`src/rtl/nss_pkg.sv`:
```
// Shared constants and helper functions for the nine-slice rectangle splitter.
package nss_pkg;

   localparam int COORD_BITS_DEF = 16;
   localparam int MARGIN_W       = 15;
   localparam int GRID           = 3;
   localparam int NUM_CELLS      = GRID * GRID;
   localparam int CELL_W         = 2;
   localparam int QUEUE_DEPTH    = 2;

   function automatic int edge_bits(int coord_bits);
      return ((coord_bits > MARGIN_W + 1) ? coord_bits : MARGIN_W + 1) + 3;
   endfunction

   function automatic int entry_bits(int coord_bits);
      return 4 * (GRID + 1) * coord_bits + 2 * GRID;
   endfunction

endpackage

```
`src/rtl/nss_if.sv`:
```
// Command and cell channel interfaces for the nine-slice rectangle splitter.
interface nss_req_if #(parameter int COORD_BITS = nss_pkg::COORD_BITS_DEF);
   import nss_pkg::*;

   logic                         valid;
   logic                         ready;
   logic signed [COORD_BITS-1:0] dst_left;
   logic signed [COORD_BITS-1:0] dst_top;
   logic signed [COORD_BITS-1:0] dst_right;
   logic signed [COORD_BITS-1:0] dst_bottom;
   logic signed [COORD_BITS-1:0] source_left;
   logic signed [COORD_BITS-1:0] source_top;
   logic signed [COORD_BITS-1:0] source_right;
   logic signed [COORD_BITS-1:0] source_bottom;
   logic [MARGIN_W-1:0]          margin_left;
   logic [MARGIN_W-1:0]          margin_top;
   logic [MARGIN_W-1:0]          margin_right;
   logic [MARGIN_W-1:0]          margin_bottom;

   modport source (
      output valid, dst_left, dst_top, dst_right, dst_bottom,
             source_left, source_top, source_right, source_bottom,
             margin_left, margin_top, margin_right, margin_bottom,
      input  ready
   );

   modport sink (
      input  valid, dst_left, dst_top, dst_right, dst_bottom,
             source_left, source_top, source_right, source_bottom,
             margin_left, margin_top, margin_right, margin_bottom,
      output ready
   );
endinterface

interface nss_rsp_if #(parameter int COORD_BITS = nss_pkg::COORD_BITS_DEF);
   import nss_pkg::*;

   logic                         valid;
   logic                         ready;
   logic signed [COORD_BITS-1:0] out_dst_left;
   logic signed [COORD_BITS-1:0] out_dst_top;
   logic signed [COORD_BITS-1:0] out_dst_right;
   logic signed [COORD_BITS-1:0] out_dst_bottom;
   logic signed [COORD_BITS-1:0] out_src_left;
   logic signed [COORD_BITS-1:0] out_src_top;
   logic signed [COORD_BITS-1:0] out_src_right;
   logic signed [COORD_BITS-1:0] out_src_bottom;
   logic [CELL_W-1:0]            cell_row;
   logic [CELL_W-1:0]            cell_col;
   logic                         last_cell;

   modport source (
      output valid, out_dst_left, out_dst_top, out_dst_right, out_dst_bottom,
             out_src_left, out_src_top, out_src_right, out_src_bottom,
             cell_row, cell_col, last_cell,
      input  ready
   );

   modport sink (
      input  valid, out_dst_left, out_dst_top, out_dst_right, out_dst_bottom,
             out_src_left, out_src_top, out_src_right, out_src_bottom,
             cell_row, cell_col, last_cell,
      output ready
   );
endinterface

```
`src/rtl/nine_slice_rect_splitter.sv`:
```
// Nine-slice rectangle splitter top level.
//
// req_bus takes one command per beat: destination and source rectangles and
// four margins. rsp_bus gives one beat per live cell, row-major, with
// last_cell set on the final beat of the command. A command whose source
// margins overlap, or whose cells are all empty, gives no beat at all.
// A command beat reaches its first cell beat through two front stages, the
// queue, the sequencer load and the output register.
// The sequencer emits one cell per cycle while rsp_bus is not stalled, so a
// command holds the cell channel for its live cells, one to nine; the front
// end takes a new command every cycle while the queue has room, and a queued
// command's first cell follows the previous last cell with no gap.
// When rsp_bus stalls, the output register holds its beat, the sequencer
// holds its place, the queue fills and req_bus.ready falls.
// Synchronous reset empties both pipeline stages, the queue, the sequencer mask
// and the output register; no other state is kept between commands.
module nine_slice_rect_splitter #(
   parameter int COORD_BITS  = nss_pkg::COORD_BITS_DEF,
   parameter int QUEUE_DEPTH = nss_pkg::QUEUE_DEPTH
) (
   input  logic      clock,
   input  logic      reset,
   nss_req_if.sink   req_bus,
   nss_rsp_if.source rsp_bus
);
   import nss_pkg::*;

   localparam int ENTRY_W = entry_bits(COORD_BITS);

   logic               push;
   logic [ENTRY_W-1:0] push_data;
   logic               queue_full;
   logic               pop;
   logic [ENTRY_W-1:0] pop_data;
   logic               pop_valid;

   nss_front #(
      .COORD_BITS (COORD_BITS)
   ) u_front (
      .clock      (clock),
      .reset      (reset),
      .req_bus    (req_bus),
      .push       (push),
      .push_data  (push_data),
      .queue_full (queue_full)
   );

   nss_queue #(
      .WIDTH (ENTRY_W),
      .DEPTH (QUEUE_DEPTH)
   ) u_queue (
      .clock     (clock),
      .reset     (reset),
      .push      (push),
      .push_data (push_data),
      .full      (queue_full),
      .pop       (pop),
      .pop_data  (pop_data),
      .pop_valid (pop_valid)
   );

   nss_back #(
      .COORD_BITS (COORD_BITS)
   ) u_back (
      .clock   (clock),
      .reset   (reset),
      .q_valid (pop_valid),
      .q_data  (pop_data),
      .q_pop   (pop),
      .rsp_bus (rsp_bus)
   );

endmodule

```
`src/rtl/nss_front.sv`:
```
// Command front end: edge build, margin crop and cell classification, two stages.
module nss_front #(
   parameter int COORD_BITS = nss_pkg::COORD_BITS_DEF
) (
   input  logic                                          clock,
   input  logic                                          reset,
   nss_req_if.sink                                       req_bus,
   output logic                                          push,
   output logic [nss_pkg::entry_bits(COORD_BITS)-1:0]    push_data,
   input  logic                                          queue_full
);
   import nss_pkg::*;

   localparam int EDGE_W = edge_bits(COORD_BITS);

   typedef logic signed [EDGE_W-1:0]     edge_type;
   typedef logic signed [COORD_BITS-1:0] coord_type;

   typedef struct packed {
      coord_type           lo;
      coord_type           hi;
      coord_type           src_lo;
      coord_type           src_hi;
      logic [MARGIN_W-1:0] m0;
      logic [MARGIN_W-1:0] m1;
   } axis_in_type;

   typedef struct packed {
      edge_type d0, d1, d2, d3;
      edge_type s0, s1, s2, s3;
      edge_type w;
      edge_type k;
      logic     ok;
      logic     over;
      logic     near;
      logic     far;
   } axis_edge_type;

   typedef struct packed {
      coord_type [GRID:0] d;
      coord_type [GRID:0] s;
      logic [GRID-1:0]    live;
      logic               ok;
   } axis_out_type;

   typedef struct packed {
      coord_type [GRID:0] xd;
      coord_type [GRID:0] xs;
      coord_type [GRID:0] yd;
      coord_type [GRID:0] ys;
      logic [GRID-1:0]    col_live;
      logic [GRID-1:0]    row_live;
   } cells_type;

   function automatic axis_edge_type build_edges(axis_in_type a);
      axis_edge_type e;
      edge_type      mm0;
      edge_type      mm1;
      mm0    = edge_type'(a.m0);
      mm1    = edge_type'(a.m1);
      e.d0   = edge_type'(a.lo);
      e.d3   = edge_type'(a.hi);
      e.d1   = e.d0 + mm0;
      e.d2   = e.d3 - mm1;
      e.s0   = edge_type'(a.src_lo);
      e.s3   = edge_type'(a.src_hi);
      e.s1   = e.s0 + mm0;
      e.s2   = e.s3 - mm1;
      e.ok   = (e.s0 <= e.s1) && (e.s1 <= e.s2) && (e.s2 <= e.s3);
      e.w    = e.d3 - e.d0;
      e.over = (mm0 + mm1) > e.w;
      e.near = mm0 >= e.w;
      e.far  = mm1 >= e.w;
      e.k    = e.w - mm0;
      return e;
   endfunction

   function automatic axis_out_type crop_edges(axis_edge_type e);
      axis_out_type o;
      edge_type     d [GRID+1];
      edge_type     s [GRID+1];
      d[0] = e.d0; d[1] = e.d1; d[2] = e.d2; d[3] = e.d3;
      s[0] = e.s0; s[1] = e.s1; s[2] = e.s2; s[3] = e.s3;
      if (e.over) begin
         if (e.near) begin
            s[1] = e.s0 + e.w; s[2] = e.s0 + e.w; s[3] = e.s0 + e.w;
            d[1] = e.d0 + e.w; d[2] = e.d0 + e.w; d[3] = e.d0 + e.w;
         end else if (e.far) begin
            s[0] = e.s3 - e.w; s[1] = e.s3 - e.w; s[2] = e.s3 - e.w;
            d[0] = e.d3 - e.w; d[1] = e.d3 - e.w; d[2] = e.d3 - e.w;
         end else begin
            s[2] = e.s3 - e.k;
            d[2] = e.d3 - e.k;
         end
      end
      for (int i = 0; i <= GRID; i++) begin
         o.d[i] = coord_type'(d[i]);
         o.s[i] = coord_type'(s[i]);
      end
      for (int i = 0; i < GRID; i++) begin
         o.live[i] = s[i] != s[i+1];
      end
      o.ok = e.ok;
      return o;
   endfunction

   logic          a_valid_ff, a_valid_in;
   axis_in_type   a_x_ff, a_y_ff;
   logic          b_valid_ff, b_valid_in;
   axis_edge_type b_x_ff, b_y_ff;

   logic          a_ready;
   logic          b_ready;
   logic          b_keep;
   axis_out_type  x_out, y_out;
   cells_type     entry;

   always_comb begin
      x_out          = crop_edges(b_x_ff);
      y_out          = crop_edges(b_y_ff);
      entry.xd       = x_out.d;
      entry.xs       = x_out.s;
      entry.yd       = y_out.d;
      entry.ys       = y_out.s;
      entry.col_live = x_out.live;
      entry.row_live = y_out.live;
      b_keep         = x_out.ok && y_out.ok && (|x_out.live) && (|y_out.live);
   end

   assign push          = b_valid_ff && b_keep && !queue_full;
   assign push_data     = entry;
   assign b_ready       = !b_valid_ff || !b_keep || !queue_full;
   assign a_ready       = !a_valid_ff || b_ready;
   assign req_bus.ready = a_ready;

   assign a_valid_in = a_ready ? req_bus.valid : a_valid_ff;
   assign b_valid_in = b_ready ? a_valid_ff : b_valid_ff;

   always_ff @(posedge clock) begin
      if (reset) begin
         a_valid_ff <= 1'b0;
         b_valid_ff <= 1'b0;
      end else begin
         a_valid_ff <= a_valid_in;
         b_valid_ff <= b_valid_in;
      end
   end

   always_ff @(posedge clock) begin
      if (a_ready && req_bus.valid) begin
         a_x_ff <= '{lo: req_bus.dst_left, hi: req_bus.dst_right,
                     src_lo: req_bus.source_left, src_hi: req_bus.source_right,
                     m0: req_bus.margin_left, m1: req_bus.margin_right};
         a_y_ff <= '{lo: req_bus.dst_top, hi: req_bus.dst_bottom,
                     src_lo: req_bus.source_top, src_hi: req_bus.source_bottom,
                     m0: req_bus.margin_top, m1: req_bus.margin_bottom};
      end
      if (b_ready && a_valid_ff) begin
         b_x_ff <= build_edges(a_x_ff);
         b_y_ff <= build_edges(a_y_ff);
      end
   end

endmodule

```
`src/rtl/nss_queue.sv`:
```
// Short register queue between the command front end and the cell sequencer.
module nss_queue #(
   parameter int WIDTH = 8,
   parameter int DEPTH = nss_pkg::QUEUE_DEPTH
) (
   input  logic             clock,
   input  logic             reset,
   input  logic             push,
   input  logic [WIDTH-1:0] push_data,
   output logic             full,
   input  logic             pop,
   output logic [WIDTH-1:0] pop_data,
   output logic             pop_valid
);
   import nss_pkg::*;

   localparam int PTR_W = (DEPTH > 1) ? $clog2(DEPTH) : 1;
   localparam int CNT_W = $clog2(DEPTH + 1);

   logic [WIDTH-1:0] slot_ff [DEPTH];
   logic [PTR_W-1:0] wr_ff, wr_in;
   logic [PTR_W-1:0] rd_ff, rd_in;
   logic [CNT_W-1:0] count_ff, count_in;

   assign full      = count_ff == CNT_W'(DEPTH);
   assign pop_valid = count_ff != '0;
   assign pop_data  = slot_ff[rd_ff];

   always_comb begin
      wr_in    = wr_ff;
      rd_in    = rd_ff;
      count_in = count_ff;
      if (push) begin
         wr_in = (wr_ff == PTR_W'(DEPTH - 1)) ? '0 : wr_ff + 1'b1;
      end
      if (pop) begin
         rd_in = (rd_ff == PTR_W'(DEPTH - 1)) ? '0 : rd_ff + 1'b1;
      end
      case ({push, pop})
         2'b10:   count_in = count_ff + 1'b1;
         2'b01:   count_in = count_ff - 1'b1;
         default: count_in = count_ff;
      endcase
   end

   always_ff @(posedge clock) begin
      if (reset) begin
         wr_ff    <= '0;
         rd_ff    <= '0;
         count_ff <= '0;
      end else begin
         wr_ff    <= wr_in;
         rd_ff    <= rd_in;
         count_ff <= count_in;
      end
   end

   always_ff @(posedge clock) begin
      if (push) begin
         slot_ff[wr_ff] <= push_data;
      end
   end

endmodule

```
`src/rtl/nss_back.sv`:
```
// Cell sequencer: walks the live cells of one command and drives the cell channel.
module nss_back #(
   parameter int COORD_BITS = nss_pkg::COORD_BITS_DEF
) (
   input  logic                                       clock,
   input  logic                                       reset,
   input  logic                                       q_valid,
   input  logic [nss_pkg::entry_bits(COORD_BITS)-1:0] q_data,
   output logic                                       q_pop,
   nss_rsp_if.source                                  rsp_bus
);
   import nss_pkg::*;

   typedef logic signed [COORD_BITS-1:0] coord_type;

   typedef struct packed {
      coord_type [GRID:0] xd;
      coord_type [GRID:0] xs;
      coord_type [GRID:0] yd;
      coord_type [GRID:0] ys;
      logic [GRID-1:0]    col_live;
      logic [GRID-1:0]    row_live;
   } cells_type;

   typedef struct packed {
      coord_type         dl, dt, dr, db;
      coord_type         sl, st, sr, sb;
      logic [CELL_W-1:0] row;
      logic [CELL_W-1:0] col;
      logic              last;
   } beat_type;

   cells_type            cur_ff, q_entry;
   logic [NUM_CELLS-1:0] mask_ff, mask_in;
   logic                 rsp_valid_ff, rsp_valid_in;
   beat_type             rsp_ff, beat;

   logic                 out_free;
   logic                 found;
   logic                 emit;
   logic [CELL_W-1:0]    sel_r, sel_c;
   logic [NUM_CELLS-1:0] sel_bit, rest, new_mask;

   assign q_entry = q_data;

   always_comb begin
      found   = 1'b0;
      sel_r   = '0;
      sel_c   = '0;
      sel_bit = '0;
      for (int r = 0; r < GRID; r++) begin
         for (int c = 0; c < GRID; c++) begin
            if (mask_ff[r*GRID+c] && !found) begin
               found   = 1'b1;
               sel_r   = CELL_W'(r);
               sel_c   = CELL_W'(c);
               sel_bit = NUM_CELLS'(1) << (r*GRID+c);
            end
         end
      end
      for (int r = 0; r < GRID; r++) begin
         for (int c = 0; c < GRID; c++) begin
            new_mask[r*GRID+c] = q_entry.row_live[r] & q_entry.col_live[c];
         end
      end
   end

   assign out_free = !rsp_valid_ff || rsp_bus.ready;
   assign emit     = found && out_free;
   assign rest     = mask_ff & ~sel_bit;
   assign q_pop    = q_valid && ((mask_ff == '0) || (emit && (rest == '0)));

   always_comb begin
      beat.dl   = cur_ff.xd[sel_c];
      beat.dr   = cur_ff.xd[sel_c + 1'b1];
      beat.dt   = cur_ff.yd[sel_r];
      beat.db   = cur_ff.yd[sel_r + 1'b1];
      beat.sl   = cur_ff.xs[sel_c];
      beat.sr   = cur_ff.xs[sel_c + 1'b1];
      beat.st   = cur_ff.ys[sel_r];
      beat.sb   = cur_ff.ys[sel_r + 1'b1];
      beat.row  = sel_r;
      beat.col  = sel_c;
      beat.last = rest == '0;

      if (q_pop) begin
         mask_in = new_mask;
      end else if (emit) begin
         mask_in = rest;
      end else begin
         mask_in = mask_ff;
      end

      if (emit) begin
         rsp_valid_in = 1'b1;
      end else if (rsp_bus.ready) begin
         rsp_valid_in = 1'b0;
      end else begin
         rsp_valid_in = rsp_valid_ff;
      end
   end

   always_ff @(posedge clock) begin
      if (reset) begin
         mask_ff      <= '0;
         rsp_valid_ff <= 1'b0;
      end else begin
         mask_ff      <= mask_in;
         rsp_valid_ff <= rsp_valid_in;
      end
   end

   always_ff @(posedge clock) begin
      if (q_pop) begin
         cur_ff <= q_entry;
      end
      if (emit) begin
         rsp_ff <= beat;
      end
   end

   assign rsp_bus.valid          = rsp_valid_ff;
   assign rsp_bus.out_dst_left   = rsp_ff.dl;
   assign rsp_bus.out_dst_top    = rsp_ff.dt;
   assign rsp_bus.out_dst_right  = rsp_ff.dr;
   assign rsp_bus.out_dst_bottom = rsp_ff.db;
   assign rsp_bus.out_src_left   = rsp_ff.sl;
   assign rsp_bus.out_src_top    = rsp_ff.st;
   assign rsp_bus.out_src_right  = rsp_ff.sr;
   assign rsp_bus.out_src_bottom = rsp_ff.sb;
   assign rsp_bus.cell_row       = rsp_ff.row;
   assign rsp_bus.cell_col       = rsp_ff.col;
   assign rsp_bus.last_cell      = rsp_ff.last;

endmodule

```
`src/flat_wrapper.sv`:
```
// flat-port wrapper written by rule: the top's interface ports become plain ports
module nine_slice_rect_splitter_flat import nss_pkg::*;
#(
   parameter int COORD_BITS  = nss_pkg::COORD_BITS_DEF,
   parameter int QUEUE_DEPTH = nss_pkg::QUEUE_DEPTH
)
  (clock, reset, req_bus_valid, req_bus_dst_left, req_bus_dst_top, req_bus_dst_right, req_bus_dst_bottom, req_bus_source_left, req_bus_source_top, req_bus_source_right, req_bus_source_bottom, req_bus_margin_left, req_bus_margin_top, req_bus_margin_right, req_bus_margin_bottom, req_bus_ready, rsp_bus_valid, rsp_bus_out_dst_left, rsp_bus_out_dst_top, rsp_bus_out_dst_right, rsp_bus_out_dst_bottom, rsp_bus_out_src_left, rsp_bus_out_src_top, rsp_bus_out_src_right, rsp_bus_out_src_bottom, rsp_bus_cell_row, rsp_bus_cell_col, rsp_bus_last_cell, rsp_bus_ready);
  nss_req_if #(.COORD_BITS(COORD_BITS)) req_bus_i ();
  nss_rsp_if #(.COORD_BITS(COORD_BITS)) rsp_bus_i ();
  input  logic clock;
  input  logic reset;
  input wire logic [$bits(req_bus_i.valid)-1:0] req_bus_valid;
  input wire logic [$bits(req_bus_i.dst_left)-1:0] req_bus_dst_left;
  input wire logic [$bits(req_bus_i.dst_top)-1:0] req_bus_dst_top;
  input wire logic [$bits(req_bus_i.dst_right)-1:0] req_bus_dst_right;
  input wire logic [$bits(req_bus_i.dst_bottom)-1:0] req_bus_dst_bottom;
  input wire logic [$bits(req_bus_i.source_left)-1:0] req_bus_source_left;
  input wire logic [$bits(req_bus_i.source_top)-1:0] req_bus_source_top;
  input wire logic [$bits(req_bus_i.source_right)-1:0] req_bus_source_right;
  input wire logic [$bits(req_bus_i.source_bottom)-1:0] req_bus_source_bottom;
  input wire logic [$bits(req_bus_i.margin_left)-1:0] req_bus_margin_left;
  input wire logic [$bits(req_bus_i.margin_top)-1:0] req_bus_margin_top;
  input wire logic [$bits(req_bus_i.margin_right)-1:0] req_bus_margin_right;
  input wire logic [$bits(req_bus_i.margin_bottom)-1:0] req_bus_margin_bottom;
  output wire logic [$bits(req_bus_i.ready)-1:0] req_bus_ready;
  output wire logic [$bits(rsp_bus_i.valid)-1:0] rsp_bus_valid;
  output wire logic [$bits(rsp_bus_i.out_dst_left)-1:0] rsp_bus_out_dst_left;
  output wire logic [$bits(rsp_bus_i.out_dst_top)-1:0] rsp_bus_out_dst_top;
  output wire logic [$bits(rsp_bus_i.out_dst_right)-1:0] rsp_bus_out_dst_right;
  output wire logic [$bits(rsp_bus_i.out_dst_bottom)-1:0] rsp_bus_out_dst_bottom;
  output wire logic [$bits(rsp_bus_i.out_src_left)-1:0] rsp_bus_out_src_left;
  output wire logic [$bits(rsp_bus_i.out_src_top)-1:0] rsp_bus_out_src_top;
  output wire logic [$bits(rsp_bus_i.out_src_right)-1:0] rsp_bus_out_src_right;
  output wire logic [$bits(rsp_bus_i.out_src_bottom)-1:0] rsp_bus_out_src_bottom;
  output wire logic [$bits(rsp_bus_i.cell_row)-1:0] rsp_bus_cell_row;
  output wire logic [$bits(rsp_bus_i.cell_col)-1:0] rsp_bus_cell_col;
  output wire logic [$bits(rsp_bus_i.last_cell)-1:0] rsp_bus_last_cell;
  input wire logic [$bits(rsp_bus_i.ready)-1:0] rsp_bus_ready;
  assign req_bus_i.valid = req_bus_valid;
  assign req_bus_i.dst_left = req_bus_dst_left;
  assign req_bus_i.dst_top = req_bus_dst_top;
  assign req_bus_i.dst_right = req_bus_dst_right;
  assign req_bus_i.dst_bottom = req_bus_dst_bottom;
  assign req_bus_i.source_left = req_bus_source_left;
  assign req_bus_i.source_top = req_bus_source_top;
  assign req_bus_i.source_right = req_bus_source_right;
  assign req_bus_i.source_bottom = req_bus_source_bottom;
  assign req_bus_i.margin_left = req_bus_margin_left;
  assign req_bus_i.margin_top = req_bus_margin_top;
  assign req_bus_i.margin_right = req_bus_margin_right;
  assign req_bus_i.margin_bottom = req_bus_margin_bottom;
  assign req_bus_ready = req_bus_i.ready;
  assign rsp_bus_valid = rsp_bus_i.valid;
  assign rsp_bus_out_dst_left = rsp_bus_i.out_dst_left;
  assign rsp_bus_out_dst_top = rsp_bus_i.out_dst_top;
  assign rsp_bus_out_dst_right = rsp_bus_i.out_dst_right;
  assign rsp_bus_out_dst_bottom = rsp_bus_i.out_dst_bottom;
  assign rsp_bus_out_src_left = rsp_bus_i.out_src_left;
  assign rsp_bus_out_src_top = rsp_bus_i.out_src_top;
  assign rsp_bus_out_src_right = rsp_bus_i.out_src_right;
  assign rsp_bus_out_src_bottom = rsp_bus_i.out_src_bottom;
  assign rsp_bus_cell_row = rsp_bus_i.cell_row;
  assign rsp_bus_cell_col = rsp_bus_i.cell_col;
  assign rsp_bus_last_cell = rsp_bus_i.last_cell;
  assign rsp_bus_i.ready = rsp_bus_ready;
  nine_slice_rect_splitter #(.COORD_BITS(COORD_BITS), .QUEUE_DEPTH(QUEUE_DEPTH)) u_core (.clock(clock), .reset(reset), .req_bus(req_bus_i), .rsp_bus(rsp_bus_i));
endmodule
```
`config.mk`:
```
export PLATFORM = sky130hd
export DESIGN_NAME = nine_slice_rect_splitter_flat
export DESIGN_NICKNAME = d
export VERILOG_FILES = /design/src/rtl/nss_pkg.sv /design/src/rtl/nss_if.sv /design/src/rtl/nine_slice_rect_splitter.sv /design/src/rtl/nss_front.sv /design/src/rtl/nss_queue.sv /design/src/rtl/nss_back.sv /design/src/flat_wrapper.sv
export SDC_FILE = /design/constraint.sdc
export NUM_CORES = 2
export LEC_CHECK = 0
export ABC_AREA = 1
export CAP_MARGIN = 20
export CORE_MARGIN = 8
export CORE_UTILIZATION = 36
export DETAILED_ROUTE_END_ITERATION = 12
export DONT_BUFFER_PORTS = 1
export GPL_TIMING_DRIVEN = 0
export PLACE_DENSITY = 0.56
export RECOVER_POWER = 100
export SLEW_MARGIN = 20
export SYNTH_ARGS = -nofsm -noshare
export SYNTH_HDL_FRONTEND = slang
export SYNTH_SLANG_ARGS = --single-unit
export TNS_END_PERCENT = 20
```
`constraint.sdc`:
```
create_clock -name clock -period 21.8 [get_ports clock]
set_input_delay 1.09 -clock clock [delete_from_list [all_inputs] [get_ports clock]]
set_output_delay 1.09 -clock clock [all_outputs]
set_load 0.02 [all_outputs]
```
==> impl_results.md <==
* Static leakage at around 37 nW
* Setup Skew at 0.07113 ns
* DP Cell Count at ~11,000
* Power, Total at 10.21 mW
* Post-synth EDFFs at approximately 1,400
* Max incr delay on CP at 1.13 ns
* Cell Pwr Density at around 110 nW/um^2
* Register area share after synthesis at 54.42%
* Max Clk Rate at between 80 and 90 MHz
* Final TNS setup at 0 ns
* Highest-delay cell along the critical path: nor2_1
* Mapped Cells at between 7,000 and 8,000
* Setup ws final at 9.631 ns
* Outcome: complete, but fails checks
* Synth Cell Area at 80,030 um^2
* Worst Hold Class: in -> reg
* Layout Utilization at 40.13%
* Global route hottest layer: met1
* Post-synth cell types at 69
* Setup violators final at 0
* Crit path launch type: register
* Crit-path cells: clkbuf_1 -> nand2_1 -> inv_1 -> clkbuf_1 -> nand3_1 -> nand3_1 -> inv_1 -> nand2_1 -> nand2_1 -> nor2_1 -> nand3_1 -> nor2_1 -> nand3_1 -> nand3_2 -> nor2_1 -> nor2_1 -> clkbuf_1 -> clkbuf_1 -> clkbuf_1 -> clkbuf_1 -> clkbuf_1
* Clk buf depth at 3
* Global-route wire length before repair at 382.2 mm
* Std cell rows at between 150 and 200
* Largest net degree at the start of global routing at 98
* Max IR drop VDD at roughly 0.076 mV
* Core area at about 220,000 um^2
* Residual DRC at 0
* DR vias at between 50,000 and 60,000
* Design area at 88,940 um^2
* Chip Height at 487.5 um
* CP required at 22.19 ns
* Violated checks: max-capacitance violations, max-slew violations
* Post-Place Setup Slack at 15.24 ns
* Internal at 6.221 mW
* Grt total ovfl at 0
* Count of pins over their slew limit at 670
* Max cap viols at 14
* H-tree levels at 4
* Port bufs at 0
* Num Clock Sinks at 1,456
* Die width at roughly 490 um
* Routability cong. at 0.9682
* IO Count at 327
* Layout area overhead at 11.14%
* Post-Syn Area per Cell at between 10 and 15 um^2
* Initial antenna violation count at 34
* Clk_lat worst skew at about 0.85 ns
* Worst rel slew slack at -278.2%
* RSZ-0062 raised after global routing: no
* Flop pwr share at 42.8%
* Most frequent cells after synthesis: nand2_1, edfxtp_1, inv_1
* Cell Count, Final, Fillers Out at 11,170
* Drt first-iter violations at a little under 6,000
* Routed WL at around 270 mm
* Die area at 237,600 um^2
* Routed Antenna Nets at 0
* PostCTS Resize Cnt at 0
* Worst setup path class: reg -> reg
* Hpwl dp at 223.9 mm
* Vias in the first global route at 54,510
* Top cell type's share of synthesized area at 54.00%
* Largest cells by area after synthesis: edfxtp_1, ha_1, nand2_1
* Fin nets at slightly below 9,000
* Initial Utilization at 36.10%
* Synthesis-stage register bit count at 1,456
* Most used cell, CP: clkbuf_1
* Critical path fanouts, max at 28
* Crit path DAT at 12.55 ns
* Layout cells sized above 1 at 6.553%
* Logic gate share of total power at between 30% and 40%
* Via density at just over 5
* Async set-reset flop share out of synthesis at 0%
* GR Util All Layers at ~22%
* Reg clk slew, reported paths at around 0.06 ns
* Period utilisation layout at 55.82%
* Hold Slack at 0.3502 ns
* Cts bufs inserted at between 150 and 200
* Cts hold-fix bufs at 0
* Grt met3 use at 4.267%
* Met2 Usage GRT at 29.63%
* Setup crit end kind: register
* TritonCTS clock tree: built
* DP Area at around 85,000 um^2
* Routed len/inst at around 24 um
* Most frequent cell after synthesis: nand2_1
* Router iterations before antenna repair at 6
* Yosys warns at 0
* Syn nets at between 8,000 and 9,000
* Sw Ratio at 39.07%
* Synth Flop Type: edfxtp_1
* Switching power at between 3 and 4 mW
* Post-CTS Setup Inserts at 0
* Minimum clock period at 12.17 ns
* M1 GR Usage at 35.52%
* Final Hold Viols at 0
* Clock Power Share at between 20% and 30%
* Root Driver: clkbuf_16
* Slew at the pin closest to its max-slew limit at around 5.7 ns
* Synth area leader: edfxtp_1
-- registers in the layout (all words and copies together), names as in the netlist, 9 cells and up, named ones only --
signal                                flops
u_core.u_back.cur_ff                    256
u_core.u_back.mask_ff                     9
u_core.u_back.rsp_bus.out_dst_bottom     16
u_core.u_back.rsp_bus.out_dst_left       16
u_core.u_back.rsp_bus.out_dst_right      16
u_core.u_back.rsp_bus.out_dst_top        16
u_core.u_back.rsp_bus.out_src_bottom     16
u_core.u_back.rsp_bus.out_src_left       16
u_core.u_back.rsp_bus.out_src_right      16
u_core.u_back.rsp_bus.out_src_top        16
u_core.u_front.a_x_ff                    94
u_core.u_front.a_y_ff                    94
u_core.u_front.b_x_ff                   169
u_core.u_front.b_y_ff                   169
u_core.u_queue.slot_ff                  524
-- logic make-up (layout without fill, tap and decap cells) --
| group | count (synthesis) | after routing | synth area share [%] |
|---|---|---|---|
| AO/OA/AOI/OAI | 1212 | 1212 | 8.588 |
| XOR/XNOR | 276 | 276 | 3.030 |
| adder cells (fa/ha/maj) | 595 | 595 | 9.547 |
| buffers and inverters | 1317 | 1649 | 6.274 |
| flip-flops | 1456 | 1456 | 54.42 |
| multiplexers | 263 | 263 | 3.696 |
| other | 0 | 16 | 0 |
| AND/OR/NAND/NOR | 2728 | 2728 | 14.44 |
-- worst max-delay path: cells and delay by family, from the launching register on --
| kind | cells | cell delay [ns] |
|---|---|---|
| flip-flops | 1 | 0.33 |
| AND/OR/NAND/NOR | 12 | 4.02 |
| buffers and inverters | 9 | 7.31 |
-- power groups by stage --
stage	clock network [mW]	registers, mW	logic (mW)
final	2.62	4.36	3.22
after global routing	2.79	4.41	3.57
after CTS	2.69	4.34	3.34
after detailed placement	0	4.39	3.33
after global placement	0	4.60	3.46
after floorplan	0	4.34	2.06
-- final timing paths --
path,slack (ns),to,depth (start not counted),startpoint
setup / recovery,9.63,u_core.u_front.b_x_ff[39],21,u_core.u_front.b_x_ff[1]
hold / removal,0.35,u_core.u_front.a_y_ff[48],0,req_bus_source_top[2]
setup reg to reg,9.63,u_core.u_front.b_x_ff[39],21,u_core.u_front.b_x_ff[1]
hold reg to reg,0.44,register,1,u_core.u_queue.rd_ff
-- cell usage in the layout (no fill, tap or decap), types with 26 or more instances in the layout --
cell,synthesis,layout
mux2_2,260,185
a21oi_1,499,500
o21bai_1,61,61
fa_1,26,26
ha_1,569,569
nor2_1,354,363
or2_2,79,79
xor2_1,210,211
clkinv_1,3,34
nand2_1,1655,1656
inv_1,1149,1157
nand4_1,73,73
nand3_1,435,444
edfxtp_1,1439,1439
nor3_1,46,47
clkbuf_16,0,157
xnor2_1,65,65
mux2_1,0,75
o211ai_1,74,74
o21ai_0,373,396
clkbuf_1,94,201
a22oi_1,25,26
-- final cells by class --
class	instances	area, um^2
Antenna cell	16	40.04
Buffer	145	579.3
Clock buffer	189	4049
Clock inverter	97	1084
Fill cell	21330	132700
Inverter	1172	4409
Multi-Input combinational cell	5074	31330
Sequential cell	1456	43550
Tap cell	2975	3722
Timing Repair Buffer	46	172.7
-- metal layers --
layer / wire (um) / up-vias
li1: - / 27460
met1: 140100 / 27770
met2: 103400 / 2011
met3: 20650 / 325
met4: 8880 / 24
met5: 152 / -
(Power assumes the default switching activity.)
